==> config.mk <==
export PLATFORM = sky130hd
export DESIGN_NAME = nwc_cfg
export DESIGN_NICKNAME = d
export VERILOG_FILES = /design/src/hdl/nwc_pkg.sv /design/src/hdl/nwc_cfg.sv
export SDC_FILE = /design/constraint.sdc
export NUM_CORES = 1
export LEC_CHECK = 0
export BUFFER_PORTS_ARGS = -buffer_cell sky130_fd_sc_hd__buf_2
export CAP_MARGIN = 40
export CORE_ASPECT_RATIO = 1.4
export CORE_MARGIN = 2
export CORE_UTILIZATION = 54
export CTS_BUF_LIST = sky130_fd_sc_hd__clkbuf_8
export DETAILED_ROUTE_END_ITERATION = 10
export HOLD_SLACK_MARGIN = 0.15
export PLACE_DENSITY = 0.87
export REMOVE_ABC_BUFFERS = 1
export SYNTH_ARGS = -nofsm -noshare
export SYNTH_HDL_FRONTEND = slang
export SYNTH_SLANG_ARGS = --single-unit
export TNS_END_PERCENT = 10
==> constraint.sdc <==
create_clock -name i_clk -period 3.57 [get_ports i_clk]
set_input_delay 0.714 -clock i_clk [delete_from_list [all_inputs] [get_ports i_clk]]
set_output_delay 0.714 -clock i_clk [all_outputs]
set_load 0.02 [all_outputs]
==> src/hdl/nwc_pkg.sv <==
// ---------------------------------------------------------------------------
// Normalized window convolution package
// Shared widths, configuration and handshake types, and the size clamp.
// ---------------------------------------------------------------------------
package nwc_pkg;

    localparam int DEF_MAX_WIDTH  = 1024;
    localparam int DEF_MAX_HEIGHT = 1024;
    localparam int KERNEL_SIZE    = 3;
    localparam int KIDX_W         = $clog2(KERNEL_SIZE);

    localparam int PIXEL_W    = 8;
    localparam int COORD_W    = 10;
    localparam int VALUE_W    = 20;
    localparam int SIZE_W     = 13;
    localparam int CFG_SIZE_W = 11;
    localparam int KROW_W     = 24;
    localparam int KENT_W     = 8;
    localparam int COEF_W     = 12;
    localparam int PROD_W     = 17;
    localparam int MAG_W      = VALUE_W - 1;
    localparam int DIVISOR_W  = 11;
    localparam int DCNT_W     = $clog2(MAG_W);

    localparam int APB_AW  = 5;
    localparam int APB_DW  = 32;
    localparam int TDATA_W = 40;

    typedef enum logic [2:0] {
        S_IDLE,
        S_LOAD,
        S_MAC,
        S_DSET,
        S_DIV,
        S_PUSH_INT,
        S_PUSH_BRD
    } t_state;

    typedef struct packed {
        logic [CFG_SIZE_W-1:0] image_width;
        logic [CFG_SIZE_W-1:0] image_height;
        logic [KROW_W-1:0]     kernel_row_top;
        logic [KROW_W-1:0]     kernel_row_middle;
        logic [KROW_W-1:0]     kernel_row_bottom;
    } t_cfg;

    typedef struct packed {
        logic take;
        logic load;
        logic mac_step;
        logic div_start;
        logic div_step;
        logic push_int;
        logic push_brd;
    } t_cmd;

    typedef struct packed {
        logic interior;
        logic border;
        logic mac_last;
        logic div_last;
        logic coef_zero;
        logic q_room;
    } t_sts;

    typedef struct packed {
        logic [COORD_W-1:0] out_row;
        logic [COORD_W-1:0] out_col;
        logic [VALUE_W-1:0] value;
        logic               divide_error;
        logic               last_of_run;
    } t_result;

    // Out-of-range sizes act as the nearest legal size.
    function automatic logic [SIZE_W-1:0] clamp_size(
        input logic [SIZE_W-1:0] v,
        input logic [SIZE_W-1:0] maxv
    );
        logic [SIZE_W-1:0] res;
        if (v < SIZE_W'(3)) begin
            res = SIZE_W'(3);
        end else if (v > maxv) begin
            res = maxv;
        end else begin
            res = v;
        end
        return res;
    endfunction

endpackage

==> src/hdl/nwc_cfg.sv <==
// ---------------------------------------------------------------------------
// Configuration registers
// APB-style register file for image size and the three kernel rows.
// ---------------------------------------------------------------------------
module nwc_cfg
    import nwc_pkg::*;
(
    input  logic              i_clk,
    input  logic              i_rst_n,
    input  logic              psel,
    input  logic              penable,
    input  logic              pwrite,
    input  logic [APB_AW-1:0] paddr,
    input  logic [APB_DW-1:0] pwdata,
    output logic [APB_DW-1:0] prdata,
    output logic              pready,
    output t_cfg              o_cfg
);

    localparam logic [2:0] IDX_WIDTH  = 3'd0;
    localparam logic [2:0] IDX_HEIGHT = 3'd1;
    localparam logic [2:0] IDX_KTOP   = 3'd2;
    localparam logic [2:0] IDX_KMID   = 3'd3;
    localparam logic [2:0] IDX_KBOT   = 3'd4;

    localparam logic [CFG_SIZE_W-1:0] RST_SIZE = CFG_SIZE_W'(4);
    localparam logic [KROW_W-1:0]     RST_KOUT = KROW_W'(66049);
    localparam logic [KROW_W-1:0]     RST_KMID = KROW_W'(132098);

    t_cfg       r_cfg;
    logic       wr_en;
    logic [2:0] reg_idx;

    assign pready  = 1'b1;
    assign wr_en   = psel & penable & pwrite & pready;
    assign reg_idx = paddr[APB_AW-1:2];
    assign o_cfg   = r_cfg;

    always_ff @(posedge i_clk) begin
        if (!i_rst_n) begin
            r_cfg.image_width       <= RST_SIZE;
            r_cfg.image_height      <= RST_SIZE;
            r_cfg.kernel_row_top    <= RST_KOUT;
            r_cfg.kernel_row_middle <= RST_KMID;
            r_cfg.kernel_row_bottom <= RST_KOUT;
        end else if (wr_en) begin
            unique case (reg_idx)
                IDX_WIDTH:  r_cfg.image_width       <= pwdata[CFG_SIZE_W-1:0];
                IDX_HEIGHT: r_cfg.image_height      <= pwdata[CFG_SIZE_W-1:0];
                IDX_KTOP:   r_cfg.kernel_row_top    <= pwdata[KROW_W-1:0];
                IDX_KMID:   r_cfg.kernel_row_middle <= pwdata[KROW_W-1:0];
                IDX_KBOT:   r_cfg.kernel_row_bottom <= pwdata[KROW_W-1:0];
                default: ;
            endcase
        end
    end

    always_comb begin
        unique case (reg_idx)
            IDX_WIDTH:  prdata = APB_DW'(r_cfg.image_width);
            IDX_HEIGHT: prdata = APB_DW'(r_cfg.image_height);
            IDX_KTOP:   prdata = APB_DW'(r_cfg.kernel_row_top);
            IDX_KMID:   prdata = APB_DW'(r_cfg.kernel_row_middle);
            IDX_KBOT:   prdata = APB_DW'(r_cfg.kernel_row_bottom);
            default:    prdata = '0;
        endcase
    end

endmodule

==> results.toml <==
[cts]
cts.repair.resized = 0
postCtsHoldBufs = 0
htreeDepth = 3
cts_buffer_depth = 2
cts_num_sinks = 94
clkTransAtPathRegs_ns = 0.08
root_buffer = "clkbuf_8"
cts_tree = "yes"
cts_buffers = 9
post-cts-setup-buffers = 0
worstSkewPairLatency_ns = 0.35

[floorplanning]
num_rows = 38
dieArea_mm2 = 0.00874
core_area_mm2 = 0.00775
io_pins = 169
die-width_um = 79.6
start_util_pct = 55.7
die_height_um = 110

[layout]
final_nets = 632
syn_to_final_growth_pct = 21.4
fillCellCount = 619
largest_reg_flops = 94
final_cell_mix = "buf_2, nand2_1, mux2i_1"
fin_util_pct = 67.6
drive_above_1_share_pct = 32.2
diodes = 0
final_common_cell = "buf_2"

[route]
vias = 3790
ant_nets = 0
wl_per_cell_um = 16.2
dr.pass1.iters = 4
vias_per_cell = 5.46
drt_iter0_drc = 254
routed_wl_mm = 11.3
post-route-drc-count = 0

[synth]
yosysWarnings = 0
ys_seq_area_share_pct = 43.6
netlist_instances = 454
syn_area_mm2 = 0.00432
ys_types = 24
syn_area_per_cell_um2 = 9.51
yosys_register_bits = 94
synth_area_leaders = "dfxtp_1, mux2i_1, nand2_1, a22oi_1, mux2_2"
synth_area_leader_cell = "dfxtp_1"
synth_top_area_share_pct = 43.6

[grt]
grt_max_degree = 84
grt_pass1_wl_mm = 17.3
antenna_found_initial = 0
grt_pass1_vias = 3664
grt_usage_pct = 25.4
grt_overflow = 0

[placed_design]
io_buffer_count = 149
place_congestion = 0.821
dp.final_hpwl_mm = 7.78
pre_cts_ws_ns = 0.580

[worst_hold_path]
hold_path.class = "flop to flop"

[power]
leakage_nw = 2.53
powerDensity_mw_per_mm2 = 356
peakVddDrop_uv = 232
total_power_w = 0.00186

[critical_path]
arrival_ns = 2.30
cp.required_ns = 2.86
criticalPathCategory = "input port to primary output"
cp-end-kind = "primary output"
critPathLaunchType = "input port"
crit_path_max_fanout = 19

[timing]
clock.fmax_ghz = 0.332
hold_viol = 0
setup_slack_ns = 0.559
setup_viol = 0
period_needed_ns = 3.01
tns_ns = 0
worst_pin_slew_ns = 0.809
drv_slew = 0
maxSlewHeadroom_pct = 46.1
finalClockSkew_ns = 0
min_period_over_period_pct = 84.3
rsz0062_at_grt = "no"

[run_status]
status = "finished, final reports clean"

[flow_run]
cap_viol_max_count = 0
## area by class of cell
cell class              count  area [um2]  area share, %
inverters                   3        11.3          0.215
multi-input cells         320        2200           41.9
clock inverters             4        16.3          0.310
flip-flops and latches     94        1880           35.9
well taps                 100         125           2.39
repair buffers            162         858           16.4
clock buffers              11         151           2.89
## per-layer routing
metal / wire length (um) / up-vias / global-route usage [%]
met5: 0 / - / 0
met4: 144 / 0 / 11.8
met3: 726 / 14 / 4.76
met2: 5790 / 164 / 44.9
met1: 4590 / 1808 / 29.3
li1: - / 1804 / -
## synthesized netlist by cell type
master,n
nand2b_1,1
nand4_4,1
buf_1,1
o22ai_1,11
o21ai_0,16
nand4b_4,1
inv_1,3
buf_2,3
nor3b_1,1
nor2b_1,14
buf_4,14
mux2i_1,104
nand2_1,121
a22oi_1,22
mux2_2,11
buf_6,6
dfxtp_1,94
nor3b_4,1
o311ai_0,3
nor3b_2,1
nor2_1,2
clkbuf_1,20
or3_1,1
conb_1,2
## worst max-delay path, cell delays in order
cell and delay [ns]:
buf_2 0.34, buf_4 0.39, mux2_2 0.39, a22oi_1 0.15, o22ai_1 0.10, buf_2 0.18
## logic make-up after synthesis
family / synth area share (%)
buffers and inverters: 6.43
other: 0.174
AO/OA/AOI/OAI: 7.88
multiplexers: 27.0
flip-flops: 43.6
AND/OR/NAND/NOR: 15.0
## stage by stage
stage	instances	hold slack [ns]	instance area, um2
6_report	694	0.470	5240
3_3_place_gp	678	0.452	5070
2_1_floorplan	417	0.539	4080
3_5_place_dp	679	0.460	5070
4_1_cts	694	0.472	5240
5_1_grt	694	0.490	5240
## path summary, 6_finish.rpt
path                     to  startpoint  slack, ns  cells after the start
hold reg to reg   o_cfg[31]   o_cfg[31]       0.47                      2
setup reg to reg   o_cfg[4]    o_cfg[4]       2.86                      2
setup / recovery  prdata[4]    paddr[2]       0.56                      6
hold / removal    o_cfg[31]   o_cfg[31]       0.47                      2
## report_power, final
| part | internal (W) | switching (W) | leakage (nW) |
|---|---|---|---|
| sequential | 0.00106 | 0.00000611 | 0.758 |
| combinational | 0.0000597 | 0.000119 | 1.67 |
| clock | 0.000279 | 0.000344 | 0.0990 |
| total | 0.00139 | 0.000469 | 2.53 |
No activity file was read; power rests on OpenSTA's default activity.
