<file path="config.mk">
export PLATFORM = sky130hd
export DESIGN_NAME = nwc_ctrl
export DESIGN_NICKNAME = d
export VERILOG_FILES = /design/src/hdl/nwc_pkg.sv /design/src/hdl/nwc_ctrl.sv
export SDC_FILE = /design/constraint.sdc
export NUM_CORES = 1
export LEC_CHECK = 0
export ABC_CLOCK_PERIOD_IN_PS = 1150
export BUFFER_PORTS_ARGS = -buffer_cell sky130_fd_sc_hd__buf_2
export CAP_MARGIN = 20
export CORE_AREA = 2 2 39 41
export CTS_BUF_LIST = sky130_fd_sc_hd__clkbuf_4
export DETAILED_ROUTE_END_ITERATION = 8
export DIE_AREA = 0 0 41 43
export GPL_TIMING_DRIVEN = 1
export PLACE_DENSITY = 0.58
export RECOVER_POWER = 25
export SYNTH_ARGS = -nofsm -noshare
export SYNTH_HDL_FRONTEND = slang
export SYNTH_SLANG_ARGS = --single-unit
</file>
<file path="constraint.sdc">
create_clock -name i_clk -period 1.15 [get_ports i_clk]
set_clock_uncertainty 0.05 [all_clocks]
set_input_delay 0.0575 -clock i_clk [delete_from_list [all_inputs] [get_ports i_clk]]
set_output_delay 0.0575 -clock i_clk [all_outputs]
set_load 0.1 [all_outputs]
</file>
<file path="src/hdl/nwc_pkg.sv">
// ---------------------------------------------------------------------------
// Normalized window convolution package
// Shared widths, configuration and handshake types, and the size clamp.
// ---------------------------------------------------------------------------
package nwc_pkg;

    localparam int DEF_MAX_WIDTH  = 1024;
    localparam int DEF_MAX_HEIGHT = 1024;
    localparam int KERNEL_SIZE    = 3;
    localparam int KIDX_W         = $clog2(KERNEL_SIZE);

    localparam int PIXEL_W    = 8;
    localparam int COORD_W    = 10;
    localparam int VALUE_W    = 20;
    localparam int SIZE_W     = 13;
    localparam int CFG_SIZE_W = 11;
    localparam int KROW_W     = 24;
    localparam int KENT_W     = 8;
    localparam int COEF_W     = 12;
    localparam int PROD_W     = 17;
    localparam int MAG_W      = VALUE_W - 1;
    localparam int DIVISOR_W  = 11;
    localparam int DCNT_W     = $clog2(MAG_W);

    localparam int APB_AW  = 5;
    localparam int APB_DW  = 32;
    localparam int TDATA_W = 40;

    typedef enum logic [2:0] {
        S_IDLE,
        S_LOAD,
        S_MAC,
        S_DSET,
        S_DIV,
        S_PUSH_INT,
        S_PUSH_BRD
    } t_state;

    typedef struct packed {
        logic [CFG_SIZE_W-1:0] image_width;
        logic [CFG_SIZE_W-1:0] image_height;
        logic [KROW_W-1:0]     kernel_row_top;
        logic [KROW_W-1:0]     kernel_row_middle;
        logic [KROW_W-1:0]     kernel_row_bottom;
    } t_cfg;

    typedef struct packed {
        logic take;
        logic load;
        logic mac_step;
        logic div_start;
        logic div_step;
        logic push_int;
        logic push_brd;
    } t_cmd;

    typedef struct packed {
        logic interior;
        logic border;
        logic mac_last;
        logic div_last;
        logic coef_zero;
        logic q_room;
    } t_sts;

    typedef struct packed {
        logic [COORD_W-1:0] out_row;
        logic [COORD_W-1:0] out_col;
        logic [VALUE_W-1:0] value;
        logic               divide_error;
        logic               last_of_run;
    } t_result;

    // Out-of-range sizes act as the nearest legal size.
    function automatic logic [SIZE_W-1:0] clamp_size(
        input logic [SIZE_W-1:0] v,
        input logic [SIZE_W-1:0] maxv
    );
        logic [SIZE_W-1:0] res;
        if (v < SIZE_W'(3)) begin
            res = SIZE_W'(3);
        end else if (v > maxv) begin
            res = maxv;
        end else begin
            res = v;
        end
        return res;
    endfunction

endpackage

</file>
<file path="src/hdl/nwc_ctrl.sv">
// ---------------------------------------------------------------------------
// Convolution controller
// Sequences one pixel through load, multiply-accumulate, divide and output.
// ---------------------------------------------------------------------------
module nwc_ctrl
    import nwc_pkg::*;
(
    input  logic i_clk,
    input  logic i_rst_n,
    input  logic i_valid,
    output logic o_ready,
    input  t_sts i_sts,
    output t_cmd o_cmd
);

    t_state r_state;
    t_state n_state;

    always_ff @(posedge i_clk) begin
        if (!i_rst_n) begin
            r_state <= S_IDLE;
        end else begin
            r_state <= n_state;
        end
    end

    always_comb begin
        n_state = r_state;
        o_cmd   = '0;
        o_ready = 1'b0;
        unique case (r_state)
            S_IDLE: begin
                o_ready = 1'b1;
                if (i_valid) begin
                    o_cmd.take = 1'b1;
                    n_state    = S_LOAD;
                end
            end
            S_LOAD: begin
                o_cmd.load = 1'b1;
                if (i_sts.interior) begin
                    n_state = S_MAC;
                end else if (i_sts.border) begin
                    n_state = S_PUSH_BRD;
                end else begin
                    n_state = S_IDLE;
                end
            end
            S_MAC: begin
                o_cmd.mac_step = 1'b1;
                if (i_sts.mac_last) begin
                    n_state = S_DSET;
                end
            end
            S_DSET: begin
                // A zero kernel sum skips the divider and reports the raw sum.
                if (i_sts.coef_zero) begin
                    n_state = S_PUSH_INT;
                end else begin
                    o_cmd.div_start = 1'b1;
                    n_state         = S_DIV;
                end
            end
            S_DIV: begin
                o_cmd.div_step = 1'b1;
                if (i_sts.div_last) begin
                    n_state = S_PUSH_INT;
                end
            end
            S_PUSH_INT: begin
                if (i_sts.q_room) begin
                    o_cmd.push_int = 1'b1;
                    n_state        = i_sts.border ? S_PUSH_BRD : S_IDLE;
                end
            end
            S_PUSH_BRD: begin
                if (i_sts.q_room) begin
                    o_cmd.push_brd = 1'b1;
                    n_state        = S_IDLE;
                end
            end
            default: n_state = S_IDLE;
        endcase
    end

endmodule

</file>
==> reports/qor.txt <==
OUTCOME
----------------------------------------------------------------------------------
Status                                                                finished, violations left
Violations in the final reports                                       setup timing

STA
----------------------------------------------------------------------------------
Number of setup violations in the final report                                  11
Shortest period the worst path allows                                      1.34 ns
Share of the clock period used by the worst path after layout                 1.17
Final hold slack                                                        0.00653 ns
Slew @ Worst Pin                                                          0.266 ns
Final Max Slew Viols                                                             0
Final hold violation count                                                       0
Maximum clock frequency                                                  0.745 GHz
Relative max-transition margin                                               0.821
Minimum setup slack in the final design                                  -0.193 ns
Unrepaired setup endpoints after global routing                               true

GRT
----------------------------------------------------------------------------------
Number of antenna violations at the first check in global routing                0
Overall track demand over capacity in global routing                         0.140
Pin count of the biggest net entering global routing                             8
First-pass GRT wire length                                            1710 microns
Total global routing overflow                                                    0
Vias in the first global route                                                 420

CELLS AND AREA
----------------------------------------------------------------------------------
Fin nets                                                                        88
Area added between synthesis and finish                                       145%
Finished Layout Cells                                                           94
Final-layout fill cell count                                                   121
Final Instance Area                                                      817 sq um
# diodes                                                                         0
Share of final-layout standard cells stronger than drive strength 1          0.756
Largest regs                                                          r_state: 3 flops
Largest register FFs                                                             3
Register with the most flip-flops                                          r_state

SETUP PATH
----------------------------------------------------------------------------------
Delay contributed by the slowest stage of the critical path                0.35 ns
Start-to-end type of the worst setup path                                  reg2out
Chain of cells forming the critical path                              buf_6 -> nor3_4 -> and2_4 -> buf_12
Maximum net fanout on the critical path                                          4
Endpoint type of the worst setup path                                  output port
Critical register-to-register path endpoint                             r_state[1]
Element type at the critical path start                                  flip-flop
Reg-to-Reg Start                                                        r_state[1]
Required time of the critical path                                         1.04 ns
Reg-to-reg setup timing slack                                             -0.14 ns
CP Data Arrival Time                                                       1.24 ns
Slowest cell on the critical path                                          dfxtp_4
Worst reg2reg path depth                                                         6

YOSYS
----------------------------------------------------------------------------------
Instance count of the mapped netlist                                            42
Number of distinct library cells after synthesis                                25
Synthesized flop and latch total                                                 3
Synthesized cell area                                                    333 sq um
Average footprint of a synthesized cell                                 7.92 sq um
Share of synthesized area occupied by flip-flops and latches                 0.180
Post-synthesis net count                                                        51
Number of warnings issued by yosys                                               0

DETAILED ROUTING
----------------------------------------------------------------------------------
Count of nets left with antenna violations after detail routing                  0
DRC violation count after routing                                                0
Routed vias                                                                    426
Number of DRC markers after the initial detailed-route iteration                 9
Routed len/inst                                                       11.0 microns
Router iterations before antenna repair                                          4
DR vias/cell                                                                  4.53
Total wire length                                                     1040 microns

DIE
----------------------------------------------------------------------------------
I/O pin cnt                                                                     17
Overall die area                                                        1760 sq um
Starting density of the core                                                 0.241
Width of the die                                                        41 microns
Vertical extent of the die                                              43 microns
Area inside the core boundary                                           1380 sq um
Number of standard-cell rows in the floorplan                                   14

MIN PATH
----------------------------------------------------------------------------------
Worst hold stages                                                                2
Hold/Removal Path Class                                                     in2reg
Hold worst-path end                                                     r_state[0]
Min-delay src                                                             i_sts[0]

PLACED DESIGN
----------------------------------------------------------------------------------
Total instance count after detailed placement                                   83
Port Buffers                                                                    16
Post-Place Cell Area                                                     674 sq um
Post-Place Worst Slack                                                  -0.0927 ns
Hpwl dp                                                                719 microns
Last weighted congestion value of the routability-driven placer              0.836

JOB
----------------------------------------------------------------------------------
Max capacitance violation total                                                  0

POWER
----------------------------------------------------------------------------------
Int Power                                                                 0.798 mW
Share of total power in the clock network                                    0.137
Combinational group share of total power                                     0.752
Leak                                                                      0.354 nW
Maximum vdd drop                                                           1.35 mV
Share of power burned in registers                                           0.111
Power Density                                                         1850 nW/um^2
Post-layout power                                                          1.51 mW
Switching Fraction                                                           0.471
Power dissipated by switching net loads                                   0.710 mW

CLOCKING
----------------------------------------------------------------------------------
Clock Path Buffers                                                               2
Number of CTS-inserted buffers                                                   3
Clk slew on worst S/H paths                                                0.04 ns
H-tree Lvls                                                                      1
CTS root buffer                                                           clkbuf_4
Clock tree from TritonCTS                                                    built
Post-CTS Hold Buffers                                                            0
Sinks on the clock net                                                           3
Skew-Pair Late Insertion Delay                                             0.23 ns

## cells in the final DEF, fill, tap and decap left out
cell type | synthesis | layout
nor2_4 | 0 | 4
a31oi_2 | 1 | 1
a221oi_2 | 1 | 1
nor2_1 | 5 | 1
nand2b_4 | 1 | 1
and2_4 | 0 | 1
nand2_2 | 2 | 4
a31oi_1 | 1 | 1
a21oi_1 | 1 | 1
nor4b_4 | 0 | 1
nand2b_1 | 1 | 1
o41ai_1 | 1 | 1
nor3_4 | 0 | 2
buf_2 | 1 | 8
nand2_1 | 5 | 3
dfxtp_4 | 0 | 3
buf_6 | 2 | 9
nand4bb_1 | 1 | 1
nand3_2 | 0 | 1
o221ai_1 | 1 | 1
a211oi_1 | 1 | 1
buf_4 | 0 | 10
o21bai_1 | 1 | 1
xor2_1 | 1 | 1
and4bb_2 | 1 | 1
mux2i_1 | 2 | 2
inv_1 | 4 | 4
clkbuf_4 | 0 | 4
buf_12 | 0 | 8
## per-stage QoR
step / TNS [ns] / util
2_1_floorplan: -1.95 / -
3_3_place_gp: -0.136 / 0.487
3_5_place_dp: -0.193 / 0.487
4_1_cts: -1.48 / 0.585
5_1_grt: -1.93 / 0.590
6_report: -1.39 / 0.590
## final cells by class
class | count | area, sq um | area share
clock buffer | 4 | 30.0 | 0.0368
inverter | 4 | 15.0 | 0.0184
multi-input combinational | 32 | 304 | 0.372
sequential | 3 | 71.3 | 0.0873
tap | 16 | 20.0 | 0.0245
timing repair buffer | 35 | 377 | 0.461
## layer usage
metal	vias up	routed length, microns	global-route usage
met2	24	549	0.228
met3	0	87	0.0628
met5	-	0	0
li1	221	-	-
met1	181	398	0.174
met4	0	0	0
## power groups by stage
| stage | registers [mW] | clock network (mW) | logic (mW) |
|---|---|---|---|
| 6_report | 0.167 | 0.206 | 1.13 |
| 5_1_grt | 0.170 | 0.229 | 1.18 |
| 4_1_cts | 0.166 | 0.219 | 1.12 |
| 3_5_place_dp | 0.181 | 0 | 0.970 |
| 3_3_place_gp | 0.179 | 0 | 0.961 |
| 2_1_floorplan | 0.148 | 0 | 0.657 |
## worst max-delay path by stage
stage                          start    endpoint  slack (ns)  cells after the start
after floorplan           r_state[1]    o_cmd[6]       -0.74                      3
after global placement    r_state[0]  r_state[1]       -0.07                      5
after detailed placement  r_state[0]  r_state[1]       -0.09                      5
after CTS                 r_state[0]    o_cmd[6]       -0.21                      4
after global routing      r_state[0]    o_cmd[6]       -0.23                      4
final                     r_state[0]    o_cmd[6]       -0.19                      4
## kinds of logic (layout without fill, tap and decap cells)
family,Yosys count,count (layout),share of synthesized area
AND/OR/NAND/NOR,21,21,0.391
AO/OA/AOI/OAI,8,8,0.214
buffers and inverters,7,43,0.128
flip-flops,3,3,0.180
multiplexers,2,2,0.0602
XOR/XNOR,1,1,0.0263
## worst max-delay path: cells and delay by family, from the launching register on
| family | cells | cell delay (ns) |
|---|---|---|
| AND/OR/NAND/NOR | 2 | 0.37 |
| flip-flops | 1 | 0.35 |
| buffers and inverters | 2 | 0.28 |
## synthesized netlist by cell type
library cell	instances	area, sq um
a21oi_1	1	5.00
o21bai_1	1	7.51
a31oi_2	1	12.5
nand2b_4	1	13.8
inv_1	4	15.0
a221oi_2	1	15.0
nand2_1	5	18.8
mux2i_1	2	20.0
a211oi_1	1	7.51
buf_2	1	5.00
and4bb_2	1	12.5
and2_1	1	6.26
nor4b_2	1	15.0
nand2_2	2	12.5
nand3_1	1	5.00
dfxtp_1	3	60.1
nor3_1	2	10.0
xor2_1	1	8.76
nor2_1	5	18.8
nand4bb_1	1	11.3
o41ai_1	1	8.76
nand2b_1	1	6.26
o221ai_1	1	8.76
a31oi_1	1	6.26
buf_6	2	22.5
## what timing repair did
item                       4_1_cts  5_1_grt
gates resized for setup         15        2
pin swaps                        9        7
setup buffers                    7        0
setup endpoints to repair       11       11
Power figures use the tool's default switching activity.
